$ cat src/rtl/frame_rms_level_dbov_unit_assert.svh
// assertion macros for the frame rms level meter
`ifndef FRAME_RMS_LEVEL_DBOV_UNIT_ASSERT_SVH
`define FRAME_RMS_LEVEL_DBOV_UNIT_ASSERT_SVH

// same-cycle implication, disabled while in reset
`define FRL_ASSERT_IMPLY(label, clk, rst_n, a, b) \
    label: assert property (@(posedge clk) disable iff (!rst_n) (a) |-> (b)) \
        else $error("frame rms level check failed");

// next-cycle implication, disabled while in reset
`define FRL_ASSERT_NEXT(label, clk, rst_n, a, b) \
    label: assert property (@(posedge clk) disable iff (!rst_n) (a) |=> (b)) \
        else $error("frame rms level check failed");

`endif

$ cat src/rtl/frlvl_pkg.sv
// package for the frame rms level meter: constants, codes and state type
`timescale 1ns / 1ps
`default_nettype none

package frlvl_pkg;

    localparam int MAX_FRAME_SAMPLES = 4096;
    localparam int LEVEL_FRAC_BITS   = 8;
    localparam int ROUND_SHIFT       = 32 - LEVEL_FRAC_BITS;

    localparam int SUM_W   = 60;
    localparam int COUNT_W = 13;
    localparam int LEVEL_W = 17;
    localparam int LOG_W   = 22;

    localparam int OUT_MAX = 65535;
    localparam int OUT_MIN = -65536;

    localparam int SILENCE_INT = -(127 * (1 << LEVEL_FRAC_BITS));
    localparam logic signed [LEVEL_W-1:0] SILENCE_Q =
        LEVEL_W'((SILENCE_INT < OUT_MIN) ? OUT_MIN : SILENCE_INT);

    // 10*log10(2) in Q16
    localparam logic [17:0] TEN_LOG10_2_Q16 = 18'd197283;

    localparam logic [COUNT_W-1:0] MAX_COUNT = COUNT_W'(MAX_FRAME_SAMPLES);

    // sample format codes
    localparam logic [2:0] FMT_S16 = 3'd0;
    localparam logic [2:0] FMT_S32 = 3'd1;
    localparam logic [2:0] FMT_F32 = 3'd2;
    localparam logic [2:0] FMT_S24 = 3'd3;

    typedef enum logic [3:0] {
        ST_IDLE,
        ST_CONV,
        ST_SQ,
        ST_ACC,
        ST_FIN,
        ST_NORM,
        ST_LOG,
        ST_DIFF,
        ST_MULT,
        ST_ROUND,
        ST_OUT
    } state_t;

endpackage

`default_nettype wire

$ cat src/rtl/frame_rms_level_dbov_unit.sv
// frame rms level meter: sample squaring, accumulation and iterative dBov log
//
// Input words come on the s_ channel: s_tdata carries the raw sample bits,
// s_tuser the format code and a sample flag, s_tlast closes the frame.
// A word with the flag low adds nothing; marked last it still closes.
// One result word per closed frame leaves on the m_ channel: m_tdata holds
// the level in dBov (signed, 8 fraction bits), m_tuser the silence flag.
// A sample word is latched, converted, squared in the one shared multiplier
// and added; s_tready is high only while the sequencer idles. A word that
// adds nothing skips the square and the add. Closing a frame runs two
// logarithms of 6 normalize steps and 16 squaring steps each, then a
// difference, a scale multiply and rounding. A silent frame skips both logs.
// The result sits in an output register; if the receiver stalls, the block
// still takes and accumulates the next frame, and waits only when that
// frame closes while the previous result has not been taken.
// Reset clears the sum, the count, the format flag and the output valid.
`timescale 1ns / 1ps
`default_nettype none

module frame_rms_level_dbov_unit (
    input  wire logic        clk,
    input  wire logic        rst_n,
    input  wire logic        s_tvalid,
    output logic             s_tready,
    input  wire logic [31:0] s_tdata,   // sample_word[31:0]
    input  wire logic [3:0]  s_tuser,   // sample_format[2:0], sample_valid[3]
    input  wire logic        s_tlast,   // last_sample
    output logic             m_tvalid,
    input  wire logic        m_tready,
    output logic [23:0]      m_tdata,   // level_db_q8[16:0], zero fill
    output logic [0:0]       m_tuser    // silent_code[0]
);

    import frlvl_pkg::*;

    state_t state_reg, state_next;

    logic [31:0]        word_reg, word_next;
    logic [2:0]         fmt_reg, fmt_next;
    logic               sval_reg, sval_next;
    logic               last_reg, last_next;
    logic [31:0]        a_reg, a_next;
    logic [63:0]        sq_reg, sq_next;
    logic [SUM_W-1:0]   sum_reg, sum_next;
    logic [COUNT_W-1:0] count_reg, count_next;
    logic               bad_reg, bad_next;
    logic [63:0]        x_reg, x_next;
    logic [5:0]         e_reg, e_next;
    logic [2:0]         step_reg, step_next;
    logic [30:0]        m_reg, m_next;
    logic [15:0]        frac_reg, frac_next;
    logic [3:0]         it_reg, it_next;
    logic               phase_reg, phase_next;
    logic [LOG_W-1:0]   lsum_reg, lsum_next;
    logic [LOG_W-1:0]   lcnt_reg, lcnt_next;
    logic signed [23:0] d_reg, d_next;
    logic signed [43:0] p_reg, p_next;
    logic [LEVEL_W-1:0] res_lvl_reg, res_lvl_next;
    logic               res_sil_reg, res_sil_next;
    logic               mvalid_reg, mvalid_next;
    logic [LEVEL_W-1:0] out_lvl_reg, out_lvl_next;
    logic               out_sil_reg, out_sil_next;

    // shared multiplier
    logic signed [33:0] mul_a, mul_b;
    logic signed [67:0] prod;

    // conversion, normalize and log step helpers
    logic signed [32:0] v_calc;
    logic [31:0]        a_calc;
    logic [31:0]        fmag;
    logic [31:0]        ffull;
    logic [7:0]         fexp;
    logic [7:0]         rsh;
    logic               fsat;
    logic               fneg;
    logic               top_zero;
    logic [5:0]         shamt;
    logic [63:0]        x_shift;
    logic [31:0]        mq;
    logic signed [43:0] r_calc;
    logic               silent;
    logic               out_free;

    assign s_tready = (state_reg == ST_IDLE);
    assign m_tvalid = mvalid_reg;
    assign m_tdata  = {7'd0, out_lvl_reg};
    assign m_tuser  = out_sil_reg;
    assign out_free = !mvalid_reg || m_tready;
    assign silent   = bad_reg || (count_reg == '0) || (sum_reg == '0);

    // multiplier operand select
    always_comb
    begin
        mul_a = '0;
        mul_b = '0;
        unique case (state_reg)
            ST_SQ:
            begin
                mul_a = $signed({2'b00, a_reg});
                mul_b = $signed({2'b00, a_reg});
            end
            ST_LOG:
            begin
                mul_a = $signed({3'b000, m_reg});
                mul_b = $signed({3'b000, m_reg});
            end
            ST_MULT:
            begin
                mul_a = 34'(d_reg);
                mul_b = $signed({16'd0, TEN_LOG10_2_Q16});
            end
            default:
            begin
                mul_a = '0;
                mul_b = '0;
            end
        endcase
    end

    assign prod = mul_a * mul_b;

    // float32 to q8.24 magnitude
    always_comb
    begin
        fexp  = word_reg[30:23];
        fneg  = word_reg[31];
        ffull = {8'd0, 1'b1, word_reg[22:0]};
        rsh   = 8'd126 - fexp;
        fsat  = 1'b0;
        fmag  = '0;
        if (fexp == 8'd255 && word_reg[22:0] != '0)
        begin
            fmag = '0;
        end
        else if (fexp == 8'd0)
        begin
            fmag = '0;
        end
        else if (fexp >= 8'd134)
        begin
            fsat = 1'b1;
        end
        else if (fexp >= 8'd126)
        begin
            fmag = ffull << (fexp[2:0] - 3'd6);
        end
        else if (rsh < 8'd32)
        begin
            fmag = ffull >> rsh[4:0];
        end
        else
        begin
            fmag = '0;
        end
    end

    // normalize a sample to q8.24 and take its magnitude
    always_comb
    begin
        v_calc = '0;
        a_calc = '0;
        unique case (fmt_reg)
            FMT_S16: v_calc = 33'($signed(word_reg[15:0])) <<< 9;
            FMT_S32: v_calc = 33'($signed(word_reg)) >>> 7;
            FMT_S24: v_calc = 33'($signed(word_reg[23:0])) <<< 1;
            default: v_calc = '0;
        endcase
        if (fmt_reg == FMT_F32)
        begin
            if (fsat)
            begin
                a_calc = fneg ? 32'h8000_0000 : 32'h7FFF_FFFF;
            end
            else
            begin
                a_calc = fmag;
            end
        end
        else
        begin
            a_calc = v_calc[32] ? 32'(-v_calc) : v_calc[31:0];
        end
    end

    // one binary step of the leading-one search
    always_comb
    begin
        top_zero = 1'b0;
        shamt    = 6'd0;
        unique case (step_reg)
            3'd0:
            begin
                shamt    = 6'd32;
                top_zero = (x_reg[63:32] == '0);
            end
            3'd1:
            begin
                shamt    = 6'd16;
                top_zero = (x_reg[63:48] == '0);
            end
            3'd2:
            begin
                shamt    = 6'd8;
                top_zero = (x_reg[63:56] == '0);
            end
            3'd3:
            begin
                shamt    = 6'd4;
                top_zero = (x_reg[63:60] == '0);
            end
            3'd4:
            begin
                shamt    = 6'd2;
                top_zero = (x_reg[63:62] == '0);
            end
            3'd5:
            begin
                shamt    = 6'd1;
                top_zero = !x_reg[63];
            end
            default:
            begin
                shamt    = 6'd0;
                top_zero = 1'b0;
            end
        endcase
        x_shift = top_zero ? (x_reg << shamt) : x_reg;
    end

    assign mq     = prod[61:30];
    assign r_calc = (p_reg + $signed(44'(64'd1 << (ROUND_SHIFT - 1)))) >>> ROUND_SHIFT;

    // sequencer
    always_comb
    begin
        state_next   = state_reg;
        word_next    = word_reg;
        fmt_next     = fmt_reg;
        sval_next    = sval_reg;
        last_next    = last_reg;
        a_next       = a_reg;
        sq_next      = sq_reg;
        sum_next     = sum_reg;
        count_next   = count_reg;
        bad_next     = bad_reg;
        x_next       = x_reg;
        e_next       = e_reg;
        step_next    = step_reg;
        m_next       = m_reg;
        frac_next    = frac_reg;
        it_next      = it_reg;
        phase_next   = phase_reg;
        lsum_next    = lsum_reg;
        lcnt_next    = lcnt_reg;
        d_next       = d_reg;
        p_next       = p_reg;
        res_lvl_next = res_lvl_reg;
        res_sil_next = res_sil_reg;
        mvalid_next  = mvalid_reg;
        out_lvl_next = out_lvl_reg;
        out_sil_next = out_sil_reg;

        if (mvalid_reg && m_tready)
        begin
            mvalid_next = 1'b0;
        end

        unique case (state_reg)
            ST_IDLE:
            begin
                if (s_tvalid)
                begin
                    word_next  = s_tdata;
                    fmt_next   = s_tuser[2:0];
                    sval_next  = s_tuser[3];
                    last_next  = s_tlast;
                    state_next = ST_CONV;
                end
            end
            ST_CONV:
            begin
                a_next = a_calc;
                if (sval_reg && fmt_reg > FMT_S24)
                begin
                    bad_next = 1'b1;
                end
                if (sval_reg && fmt_reg <= FMT_S24 && count_reg < MAX_COUNT)
                begin
                    state_next = ST_SQ;
                end
                else
                begin
                    state_next = last_reg ? ST_FIN : ST_IDLE;
                end
            end
            ST_SQ:
            begin
                sq_next    = prod[63:0];
                state_next = ST_ACC;
            end
            ST_ACC:
            begin
                sum_next   = sum_reg + SUM_W'(sq_reg[63:16]);
                count_next = count_reg + 1'b1;
                state_next = last_reg ? ST_FIN : ST_IDLE;
            end
            ST_FIN:
            begin
                if (silent)
                begin
                    res_lvl_next = SILENCE_Q;
                    res_sil_next = 1'b1;
                    state_next   = ST_OUT;
                end
                else
                begin
                    x_next     = {4'd0, sum_reg};
                    e_next     = 6'd63;
                    step_next  = 3'd0;
                    phase_next = 1'b0;
                    state_next = ST_NORM;
                end
            end
            ST_NORM:
            begin
                x_next    = x_shift;
                e_next    = top_zero ? (e_reg - shamt) : e_reg;
                step_next = step_reg + 1'b1;
                if (step_reg == 3'd5)
                begin
                    m_next     = x_shift[63:33];
                    frac_next  = '0;
                    it_next    = '0;
                    state_next = ST_LOG;
                end
            end
            ST_LOG:
            begin
                if (mq[31])
                begin
                    m_next    = mq[31:1];
                    frac_next = {frac_reg[14:0], 1'b1};
                end
                else
                begin
                    m_next    = mq[30:0];
                    frac_next = {frac_reg[14:0], 1'b0};
                end
                it_next = it_reg + 1'b1;
                if (it_reg == 4'd15)
                begin
                    if (!phase_reg)
                    begin
                        lsum_next  = {e_reg, frac_next};
                        x_next     = {51'd0, count_reg};
                        e_next     = 6'd63;
                        step_next  = 3'd0;
                        phase_next = 1'b1;
                        state_next = ST_NORM;
                    end
                    else
                    begin
                        lcnt_next  = {e_reg, frac_next};
                        state_next = ST_DIFF;
                    end
                end
            end
            ST_DIFF:
            begin
                d_next = $signed({2'b00, lsum_reg}) - $signed({2'b00, lcnt_reg})
                         - 24'sd2097152;
                state_next = ST_MULT;
            end
            ST_MULT:
            begin
                p_next     = prod[43:0];
                state_next = ST_ROUND;
            end
            ST_ROUND:
            begin
                priority if (r_calc > 44'sd65535)
                begin
                    res_lvl_next = LEVEL_W'(OUT_MAX);
                end
                else if (r_calc < -44'sd65536)
                begin
                    res_lvl_next = LEVEL_W'(OUT_MIN);
                end
                else
                begin
                    res_lvl_next = r_calc[LEVEL_W-1:0];
                end
                res_sil_next = 1'b0;
                state_next   = ST_OUT;
            end
            ST_OUT:
            begin
                if (out_free)
                begin
                    mvalid_next  = 1'b1;
                    out_lvl_next = res_lvl_reg;
                    out_sil_next = res_sil_reg;
                    sum_next     = '0;
                    count_next   = '0;
                    bad_next     = 1'b0;
                    state_next   = ST_IDLE;
                end
            end
            default:
            begin
                state_next = ST_IDLE;
            end
        endcase
    end

    // state and data registers
    always_ff @(posedge clk or negedge rst_n)
    begin
        if (!rst_n)
        begin
            state_reg   <= ST_IDLE;
            sum_reg     <= '0;
            count_reg   <= '0;
            bad_reg     <= 1'b0;
            mvalid_reg  <= 1'b0;
            out_lvl_reg <= '0;
            out_sil_reg <= 1'b0;
            step_reg    <= '0;
            it_reg      <= '0;
            phase_reg   <= 1'b0;
        end
        else
        begin
            state_reg   <= state_next;
            sum_reg     <= sum_next;
            count_reg   <= count_next;
            bad_reg     <= bad_next;
            mvalid_reg  <= mvalid_next;
            out_lvl_reg <= out_lvl_next;
            out_sil_reg <= out_sil_next;
            step_reg    <= step_next;
            it_reg      <= it_next;
            phase_reg   <= phase_next;
        end
    end

    // payload registers
    always_ff @(posedge clk)
    begin
        word_reg    <= word_next;
        fmt_reg     <= fmt_next;
        sval_reg    <= sval_next;
        last_reg    <= last_next;
        a_reg       <= a_next;
        sq_reg      <= sq_next;
        x_reg       <= x_next;
        e_reg       <= e_next;
        m_reg       <= m_next;
        frac_reg    <= frac_next;
        lsum_reg    <= lsum_next;
        lcnt_reg    <= lcnt_next;
        d_reg       <= d_next;
        p_reg       <= p_next;
        res_lvl_reg <= res_lvl_next;
        res_sil_reg <= res_sil_next;
    end

`include "frame_rms_level_dbov_unit_assert.svh"

    // checks
    `FRL_ASSERT_NEXT(a_busy_after_accept, clk, rst_n, s_tvalid && s_tready, !s_tready)
    `FRL_ASSERT_IMPLY(a_count_bound, clk, rst_n, 1'b1, count_reg <= MAX_COUNT)
    `FRL_ASSERT_IMPLY(a_mant_norm, clk, rst_n, state_reg == ST_LOG, m_reg[30])
    `FRL_ASSERT_IMPLY(a_silence_code, clk, rst_n, m_tvalid && m_tuser[0], out_lvl_reg == SILENCE_Q)

endmodule

`default_nettype wire

$ cat config.mk
export PLATFORM = sky130hd
export DESIGN_NAME = frame_rms_level_dbov_unit
export DESIGN_NICKNAME = d
export VERILOG_FILES = /design/src/rtl/frlvl_pkg.sv /design/src/rtl/frame_rms_level_dbov_unit.sv
export VERILOG_INCLUDE_DIRS = /design/src /design/src/rtl
export SDC_FILE = /design/constraint.sdc
export NUM_CORES = 2
export LEC_CHECK = 0
export BUFFER_PORTS_ARGS = -buffer_cell sky130_fd_sc_hd__buf_2
export CORE_UTILIZATION = 55
export DETAILED_ROUTE_END_ITERATION = 10
export PLACE_DENSITY = 0.74
export RECOVER_POWER = 50
export SLEW_MARGIN = 15
export SYNTH_ARGS = -nofsm -noshare
export SYNTH_HDL_FRONTEND = slang
export SYNTH_SLANG_ARGS = --single-unit
export TNS_END_PERCENT = 100
$ cat constraint.sdc
create_clock -name clk -period 11.7 [get_ports clk]
set_clock_uncertainty 0.2 [all_clocks]
set_input_delay 1.755 -clock clk [delete_from_list [all_inputs] [get_ports clk]]
set_output_delay 1.755 -clock clk [all_outputs]
set_load 0.1 [all_outputs]
==> reports/qor.txt <==
Status: finished, violations left
Failing checks: max-capacitance violations, max-slew violations
Unique masters post-synth: 96
Root Driver: clkbuf_16
Site row count: 124
CTS tree: built
# Post-CTS Setup Buffers: 0
Fmax: 87.74 MHz
Slew @ Worst Pin: 3909 ps
Width of the die: 343.4 um
Cts bufs inserted: 49
Max_slew headroom: -1.606
Area delta synth->final: 6.331%
Starting Density: 0.5575
Post-route ant nets: 0
Most used cell, CP: fa_1
Synth Area per Inst: 9.327 um2
CTS max path bufs: 3
Routed wire length: 211500 um
Buffers on Ports: 60
Synth Flop Type: edfxtp_1
1st-pass router iterations: 7
Per-cell routed wire length: 25.17 um
Share of cells above drive strength 1: 0.06175
DR DRC count: 0
WS Path Type: register to register
CP max FO: 32
Slowest cell delay on critical path: 730 ps
Startpoint type of the worst setup path: register
Max-slew violations: 506
Synthesized cell area: 64090 um2
Gp weighted congestion: 1.077
Remaining Overflow, GRT: 0
Class of the worst hold path: register to register
Max FFs per register: 64
Max_cap viols: 12
Vias: 51550
Final #Nets: 8251
Post-synthesis sequential area ratio: 0.2003
Final setup violation count: 0
Die area: 117900 um2
CTS Sinks: 445
CP required: 11710 ps
DP HPWL: 164600 um
Initial DRC count: 6255
Tmin final: 11400 ps
Tcrit/Tclk final: 0.9742
Register bit total from synthesis: 445
RSZ-0062 raised after global routing: false
Setup_tns: 0 ps
Critical path's slowest cell: a21oi_4
Vias in the first global route: 52250
Setup crit end kind: register
Worst EP arrival: 11410 ps
Cells after Synth: 6871
Final hold violation count: 0
First-pass GRT wire length: 319100 um
Die H: 343.4 um
H-tree depth: 2
Core ar.: 115000 um2
Worst setup slack after placement: 299.7 ps
Overall Global Routing Usage: 0.3639
Synth Warn #: 0
Post-route setup slack: 302.4 ps
Via-to-Cell Ratio: 6.136
Post-synth EDFFs: 340
# IOs: 68
Most frequent cells in the layout: inv_1, fa_1, nor2_1, nand2_1, edfxtp_1
Fillers: 9841
Largest net degree at the start of global routing: 68
Finished Core Util: 0.5927
Clock Pin Slew Worst Setup and Hold Paths: 60 ps
Skew-Pair Late Insertion Delay: 620 ps
Post-synthesis async set-or-reset flop share: 0.2360
Initial antenna violation count: 7
Most common cell after layout, fill and taps aside: inv_1
[critical path: cells and delay by family, from the launching register on]
| family | cells | cell delay, ps |
|---|---|---|
| DFF | 1 | 570 |
| adders and majority gates | 9 | 4290 |
| and+or+nand+nor | 7 | 1980 |
| AOI/OAI and AO/OA | 9 | 2940 |
| buffers and inverters | 8 | 990 |
[path summary, 6_finish.rpt]
| check | slack [ps] | startpoint | cells after the start | end |
|---|---|---|---|---|
| min in group asynchronous | 1630 | rst_n | 1 | step_reg[1] |
| max | 300 | state_reg[2] | 33 | m_reg[19] |
| min reg2reg | 240 | res_lvl_reg[7] | 2 | out_lvl_reg[7] |
| max reg2reg | 300 | state_reg[2] | 33 | m_reg[19] |
| min | 240 | res_lvl_reg[7] | 2 | out_lvl_reg[7] |
| max in group asynchronous | 4940 | rst_n | 2 | out_lvl_reg[12] |
[logic make-up (layout without fill, tap and decap cells)]
| logic type | count (synthesis) | in the layout | synth area share |
|---|---|---|---|
| other | 2 | 60 | 0.0001172 |
| muxes | 351 | 351 | 0.05884 |
| adders and majority gates | 1368 | 1368 | 0.3953 |
| DFF | 445 | 445 | 0.2003 |
| xor gates and xnor gates | 167 | 167 | 0.02294 |
| and+or+nand+nor | 1964 | 1965 | 0.1305 |
| buffers and inverters | 1606 | 1565 | 0.09545 |
| AOI/OAI and AO/OA | 968 | 968 | 0.09648 |
[Yosys cell counts, types with 7 or more instances]
| master | instances | area (um2) |
|---|---|---|
| o21bai_1 | 22 | 165.2 |
| edfxtp_1 | 340 | 10210 |
| a31oi_1 | 60 | 375.4 |
| nand3_1 | 105 | 525.5 |
| inv_2 | 10 | 37.54 |
| a22o_1 | 30 | 262.8 |
| clkinv_1 | 9 | 33.78 |
| ha_1 | 273 | 3416 |
| o211ai_1 | 12 | 90.09 |
| o21a_1 | 20 | 150.1 |
| o21ai_0 | 223 | 1116 |
| nand2_1 | 633 | 2376 |
| nand2b_1 | 33 | 206.5 |
| nor2b_1 | 29 | 181.4 |
| o31ai_1 | 22 | 165.2 |
| nor3_1 | 48 | 240.2 |
| mux4_2 | 16 | 360.4 |
| o21ai_1 | 30 | 150.1 |
| a22oi_1 | 39 | 292.8 |
| or2_2 | 8 | 50.05 |
| buf_2 | 9 | 45.04 |
| buf_4 | 7 | 52.55 |
| o22ai_1 | 17 | 106.4 |
| and2_1 | 72 | 450.4 |
| xnor2_1 | 95 | 832.1 |
| mux2_2 | 46 | 518.0 |
| clkbuf_1 | 286 | 1074 |
| mux2i_1 | 289 | 2893 |
| or3_1 | 20 | 125.1 |
| nand4_1 | 41 | 256.5 |
| fa_1 | 1095 | 21920 |
| inv_1 | 1238 | 4647 |
| nor2_1 | 880 | 3303 |
| a21boi_0 | 11 | 82.58 |
| xor2_1 | 71 | 621.9 |
| a211oi_1 | 63 | 473.0 |
| a21oi_1 | 250 | 1251 |
| buf_1 | 39 | 146.4 |
| a21o_1 | 69 | 518.0 |
| dfrtp_1 | 105 | 2628 |
| and3_1 | 34 | 212.7 |
| a311oi_1 | 11 | 96.34 |
| nor4_1 | 39 | 244.0 |
| a222oi_1 | 9 | 90.09 |
[routing by layer]
metal | vias to the layer above | share of wire | GRT usage
met5 | - | 0.00020 | 0
met1 | 25450 | 0.36 | 0.4721
met3 | 829 | 0.13 | 0.1074
met4 | 6 | 0.069 | 0.1946
li1 | 21860 | - | -
met2 | 3400 | 0.44 | 0.5517
[through the flow]
stage          instance area (um2)  hold slack [ps]  cells
3_3_place_gp                 66500            220.1   8302
6_report                     68150            237.3   8401
3_5_place_dp                 66500            226.2   8302
4_1_cts                      68160            238.5   8394
5_1_grt                      68130            250.6   8395
2_1_floorplan                64280            214.6   6923
[repair_timing]
action	4_1_cts	5_1_grt
hold buffers	0	0
gates resized for setup	0	1
hold endpoints to repair	0	0
setup endpoints to repair	0	5
[final cells by class]
class | instances | area, um2 | area share
antenna | 6 | 15.01 | 0.0002203
clock buffer | 65 | 1399 | 0.02053
clock inverter | 27 | 269.0 | 0.003948
inverter | 1258 | 4727 | 0.06937
multi-input combinational | 4873 | 45570 | 0.6687
sequential | 445 | 12840 | 0.1884
tap | 1512 | 1892 | 0.02776
timing repair buffer | 215 | 1438 | 0.02110
Power is not shown: default switching activity piles up to over one toggle a cycle in this logic, so the estimate is an artifact.
